<file path="config.mk">
export PLATFORM = sky130hd
export DESIGN_NAME = irt_bitmap
export DESIGN_NICKNAME = d
export VERILOG_FILES = /design/src/design/assert_macros.svh /design/src/design/irt_pkg.sv /design/src/design/irt_bitmap.sv
export SDC_FILE = /design/constraint.sdc
export NUM_CORES = 2
export LEC_CHECK = 0
export ABC_AREA = 1
export BUFFER_PORTS_ARGS = -buffer_cell sky130_fd_sc_hd__buf_2
export CAP_MARGIN = 20
export CORE_AREA = 2 2 657 659
export DETAILED_ROUTE_END_ITERATION = 12
export DIE_AREA = 0 0 659 661
export HOLD_SLACK_MARGIN = 0.12
export PLACE_DENSITY_LB_ADDON = 0.08
export SYNTH_ARGS = -nofsm -noshare
export SYNTH_HDL_FRONTEND = slang
export SYNTH_SLANG_ARGS = --single-unit
</file>
<file path="constraint.sdc">
create_clock -name clock -period 9.4 [get_ports clock]
set_clock_uncertainty 0.15 [all_clocks]
set_input_delay 1.41 -clock clock [delete_from_list [all_inputs] [get_ports clock]]
set_output_delay 1.41 -clock clock [all_outputs]
set_load 0.05 [all_outputs]
</file>
<file path="src/design/assert_macros.svh">
// assertion helpers for the design files, included by interval_reservation_table
`ifndef ASSERT_MACROS_SVH
`define ASSERT_MACROS_SVH

// property checked on every rising clock edge, off while reset is high
`define ASSERT_CLK(label, clk, rst, prop, msg) \
   label: assert property (@(posedge clk) disable iff (rst) (prop)) else $error(msg);

// property checked on every rising clock edge, also during reset
`define ASSERT_ALWAYS(label, clk, prop, msg) \
   label: assert property (@(posedge clk) (prop)) else $error(msg);

`endif

</file>
<file path="src/design/irt_pkg.sv">
// ---------------------------------------------------------------------------
// irt_pkg
// Types, constants and helper functions of the interval reservation table.
// ---------------------------------------------------------------------------
`timescale 1ns / 1ps
`default_nettype none

package irt_pkg;

   localparam int POS_W   = 12;
   localparam int VAL_W   = 13;
   localparam int BIT_W   = 6;
   localparam int ROW_W   = POS_W - BIT_W;
   localparam int WORD_W  = 1 << BIT_W;
   localparam int ROWS    = 1 << ROW_W;
   localparam int POSITIONS = 1 << POS_W;

   localparam logic MODE_RESERVE = 1'b0;
   localparam logic MODE_QUERY   = 1'b1;

   typedef enum logic [3:0] {
      S_IDLE,
      S_READ,
      S_LOAD,
      S_SCAN,
      S_ECHK,
      S_STORE,
      S_SLOAD,
      S_DONE
   } state_type;

   // bitmap memory access from the control unit
   typedef struct packed {
      logic              rd_en;
      logic [ROW_W-1:0]  rd_addr;
      logic              wr_en;
      logic [ROW_W-1:0]  wr_addr;
      logic [WORD_W-1:0] wr_data;
   } bm_req_type;

   // index of the highest set bit, zero when none
   function automatic logic [BIT_W-1:0] hi_bit(input logic [WORD_W-1:0] v);
      logic [BIT_W-1:0] r;
      r = '0;
      for (int i = 0; i < WORD_W; i++) begin
         if (v[i]) r = i[BIT_W-1:0];
      end
      return r;
   endfunction

endpackage

`default_nettype wire

</file>
<file path="src/design/irt_bitmap.sv">
// ---------------------------------------------------------------------------
// irt_bitmap
// Start bitmap held as rows of bits in a memory, with a per-row summary
// register that marks rows holding any set bit. Unmarked rows read as zero.
// ---------------------------------------------------------------------------
`timescale 1ns / 1ps
`default_nettype none

module irt_bitmap (
   input  wire logic                            clock,
   input  wire logic                            reset,
   input  wire irt_pkg::bm_req_type             bm_req,
   output logic [irt_pkg::WORD_W-1:0]           rd_data,
   output logic [irt_pkg::ROWS-1:0]             summary
);

   logic [irt_pkg::WORD_W-1:0] mem [irt_pkg::ROWS];
   logic [irt_pkg::WORD_W-1:0] rdata_ff;
   logic                       rvalid_ff;
   logic [irt_pkg::ROWS-1:0]   summary_ff;

   // memory port
   always_ff @(posedge clock) begin
      if (bm_req.wr_en) mem[bm_req.wr_addr] <= bm_req.wr_data;
      if (bm_req.rd_en) rdata_ff <= mem[bm_req.rd_addr];
   end

   // row summary, cleared by reset
   always_ff @(posedge clock) begin
      if (reset) begin
         summary_ff <= '0;
         rvalid_ff  <= 1'b0;
      end else begin
         if (bm_req.wr_en) summary_ff[bm_req.wr_addr] <= |bm_req.wr_data;
         if (bm_req.rd_en) rvalid_ff <= summary_ff[bm_req.rd_addr];
      end
   end

   assign rd_data = rvalid_ff ? rdata_ff : '0;
   assign summary = summary_ff;

endmodule

`default_nettype wire

</file>
# Word-level counts from Yosys, hierarchy flattened
# Memory sizes are Yosys's and may differ from the RTL's. A register that Yosys moved wholly into a read port is not among the register bits.
# Index checks and enable logic that the tools add are counted.
[classes] order_cmp=3 n_mux=8 reduce_logical=2
[ops] op="$bwmux 64" n=1
[ops] op="$mux 64" n=1
[ops] op="$reduce_or 64->1" n=1
[ops] op="$lt 6x7->1 const B" n=2
[ops] op="$bmux 1 s6" n=1
[ops] op="$demux 1 s6" n=1
[ops] op="$ge 6x1->1 const B" n=1
[ops] op="$mux 1" n=4
[ops] op="$logic_and 1x1->1" n=1
[totals] reg_bits=65 mem_bits_rw=4096 inputBits=80 output_inout_bits=128 word_cells=16 memories=1
[mem_list] name="mem" words=64 width=64 read_ports=1 rd_clocked_by_memory_dff=1 write_ports=1 line="irt_bitmap.sv:17" text="logic [irt_pkg::WORD_W-1:0] mem [irt_pkg::ROWS];"

# Longest topological paths before layout
[logic_depth] ltp_word=5 mapped_depth=15 mapped_depth_nobuf=11

# Worst setup path after synthesis
# OpenSTA, ideal clock, no wires.
[synth_path] path_kind="input to register" start="in bm_req[67] in the netlist's numbering" end="mem mem[56][0] in the netlist's numbering (enable)" setup_ns=0.489 t_arrival_ns=4.527 t_required_ns=8.761 slack_ns=4.234 path_stages=4 path_buffers=0 cell_sequence="inv_1 > nor3_1 > inv_1 > nor2_1"
[synth_rtl] item="start, declared" line="irt_bitmap.sv:12" text="input wire irt_pkg::bm_req_type bm_req,"
[synth_rtl] item="end, declared" line="irt_bitmap.sv:17"
# No word-level cell before the write port.

# Final worst setup path
[layout_path] start="reg rvalid_ff" end="out rd_data[43] in the netlist's numbering"
[layout_via] elab_chain_len=1
[layout_lines] item="start, declared" line="irt_bitmap.sv:19" text="logic rvalid_ff;"
[layout_lines] item="start signal, assigned" line="irt_bitmap.sv:35" text="if (bm_req.rd_en) rvalid_ff <= summary_ff[bm_req.rd_addr];"
[layout_lines] item="$mux 64" line="irt_bitmap.sv:39" text="assign rd_data = rvalid_ff ? rdata_ff : '0;"
[layout_lines] item="end, declared" line="irt_bitmap.sv:13" text="output logic [irt_pkg::WORD_W-1:0] rd_data,"
# Every way passes these cells.

==> impl_metrics.toml <==
[setup_path]
crit_family = "buffers and inverters"
critPathMaxStageDelay_ns = 0.76
worstPathRequired_ns = 7.84
cp_max_fo = 23
critical_path.reg2reg.startpoint = "mem[33][16]"
start_kind = "flop"
slowest_stage = "dfxtp_4"
critPathCaptureType = "output pin"
arrival_ns = 3.15
critPathKind = "flop to output pin"
crit_buf_inv = 3
path_cells = "buf_4 -> nand2_1 -> inv_1 -> buf_2"
startpoint = "rvalid_ff"

[clock_tree]
numCtsBuffers = 457
postCtsSetupBuffers = 0
clk_latency_ns = 1.02
path_clk_slew_ns = 0.06
root_buffer = "clkbuf_16"
cts_buffer_depth = 4
cts.repair.resized = 0
h-tree-depth = 5
cts_tree = "yes"
ctsHoldBuffers = 0
clock_sink_count = 4225

[finish]
multi_input_area_um2 = 36100
final-seq-area_um2 = 126000
nets = 13300
instances_no_fill = 19300
drive_gt1_frac = 0.0883
areaGrowthSynthToFinish_pct = 13.4
fillers = 39000

[floorplanning]
die_y_um = 661
core.rowCount = 241
start_util = 0.388
coreArea_um2 = 429000
die_x_um = 659
io_pins = 208
dieArea_um2 = 436000

[yosys]
synthMuxAreaShare = 0
synth.most_common_cell = "edfxtp_1"
synth_compound_area_frac = 0.0976
synthSimpleGateAreaFrac = 0.116
synthArstFlopShare = 0
synth_top_family_by_area = "simple AND/OR/NAND/NOR gates"
synth_seq_cells = 4225
yosys.area.top_type = "edfxtp_1"
synthAdderAreaFrac = 0
synth_area_leaders = "edfxtp_1, o21ai_0, nor2_1, nand2_1, o22ai_1"
synth_top_cell_area_share = 0.750
synth-edff-count = 4160
ys_types = 21
synth_xor_area_frac = 0
syn_inst = 13200
synthTopCellsByCount = "edfxtp_1, nor2_1, o21ai_0"
yosys_warnings = 0
syn_area_per_cell_um2 = 12.6
synth_area_um2 = 167000
synth_seq_area_share = 0.758
synth_flop_cell = "edfxtp_1"
synth_nets = 13300

[detailed_routing]
routedWlPerCell_um = 32.0
antenna_left = 0
drt_iter0_markers = 13300
wl_um = 619000
dr.pass1.iters = 6
drc = 0
vias = 113000
routed_via_density = 5.84

[sta]
slew_headroom = 0.199
max_freq_ghz = 0.212
post-route-period-util = 0.501
finalHoldViolations = 0
setup-tns-final_ns = 0
worst_pin_slew_ns = 1.20
setup_viol = 0
slew_violations = 0
rsz0062_at_grt = "false"
fin_crit_ns = 4.71

[placed_design]
gp_congestion = 0.795
hpwl_um = 298000
place_inst = 18500
io_buffer_count = 207

[hold_path]
worstHoldStart = "summary[50]"
hold_path_class = "flop to flop"

[global_route]
grt_pass1_vias = 107000
grt.overflow.total = 0
grt_pass1_wl_um = 853000
antenna_found_initial = 36
grt_max_degree = 198
track_usage = 0.277

[status]
outcome = "completed"

[run]
cap_violations = 0

[power_and_ir_drop]
p_leak_uw = 0.0626
p_per_area_nw_per_um2 = 216
max-vdd-ir-drop_mv = 0.173
worst reg2reg max path, cell delays in order (launching register included):
cell and delay (ns):
edfxtp_1 0.36, o21ai_0 0.16, o22ai_1 0.09, nand2_1 0.09, nand3_1 0.26, nand3_1 0.18, nand2_1 0.07, nand2_1 0.18
nand2_1 0.12
cell type report:
type	instances	share of cell area
multi-input cells	7802	0.191
repair buffers	507	0.0221
inverters	223	0.00470
diodes	17	0.000225
well taps	5710	0.0378
clock inverters	287	0.0129
flip-flops and latches	4225	0.668
clock buffers	561	0.0632
state kept, by name, summed over array words and instances (netlist names):
register	count
summary	64
mem	4096
rdata_ff	64
rvalid_ff	1
worst paths after layout:
check	slack (ns)	endpoint	depth (start not counted)
worst max-delay path	4.69	rd_data[43]	4
worst min-delay path	0.44	summary[50]	4
worst max register to register	7.48	rdata_ff[16]	8
worst min register to register	0.44	summary[50]	4
logic make-up (layout without fill, tap and decap cells):
| family | Yosys count | after routing |
|---|---|---|
| other cells | 0 | 17 |
| compound gates | 3008 | 3008 |
| simple gates | 4794 | 4794 |
| flops | 4225 | 4225 |
| buf+inv | 1156 | 1578 |
stage by stage:
step                      instance area [um^2]  setup WS [ns]  utilization  power [uW]  hold slack [ns]
after floorplan                         167000           4.23            -       22600            0.584
after global placement                  174000           3.92        0.406       23700            0.434
after detailed placement                174000           4.22        0.407       23700            0.427
after CTS                               189000           4.69        0.440       41100            0.439
after global routing                    189000           4.69        0.440       42000            0.467
final                                   189000           4.69        0.440       40900            0.441
layer usage:
metal,vias to the layer above,part of all wire,GRT usage
li1,48300,-,-
met5,-,0.00018,0
met4,18,0.031,0.0792
met3,943,0.070,0.0384
met1,58900,0.44,0.393
met2,4682,0.46,0.446
power breakdown:
part | total [uW] | switching, uW | internal, uW
clock network | 17500 | 7530 | 9990
logic | 2400 | 1850 | 552
registers | 20900 | 82.8 | 20900
total | 40900 | 9470 | 31400
placed cells by master, fill, tap and decap left out, drive strengths merged:
master and instances:
o21ai 1984, inv 231, o22ai 960, edfxtp 4160, clkbuf 561, nor4 9
a21oi 64, buf 507, nor2 2142, dfxtp 65, clkinv 229, clkinvlp 13
nand3 1021, nor3 8, nand2 1608, nand4 6, diode 17, bufinv 37
No activity file was read; power rests on OpenSTA's default activity.
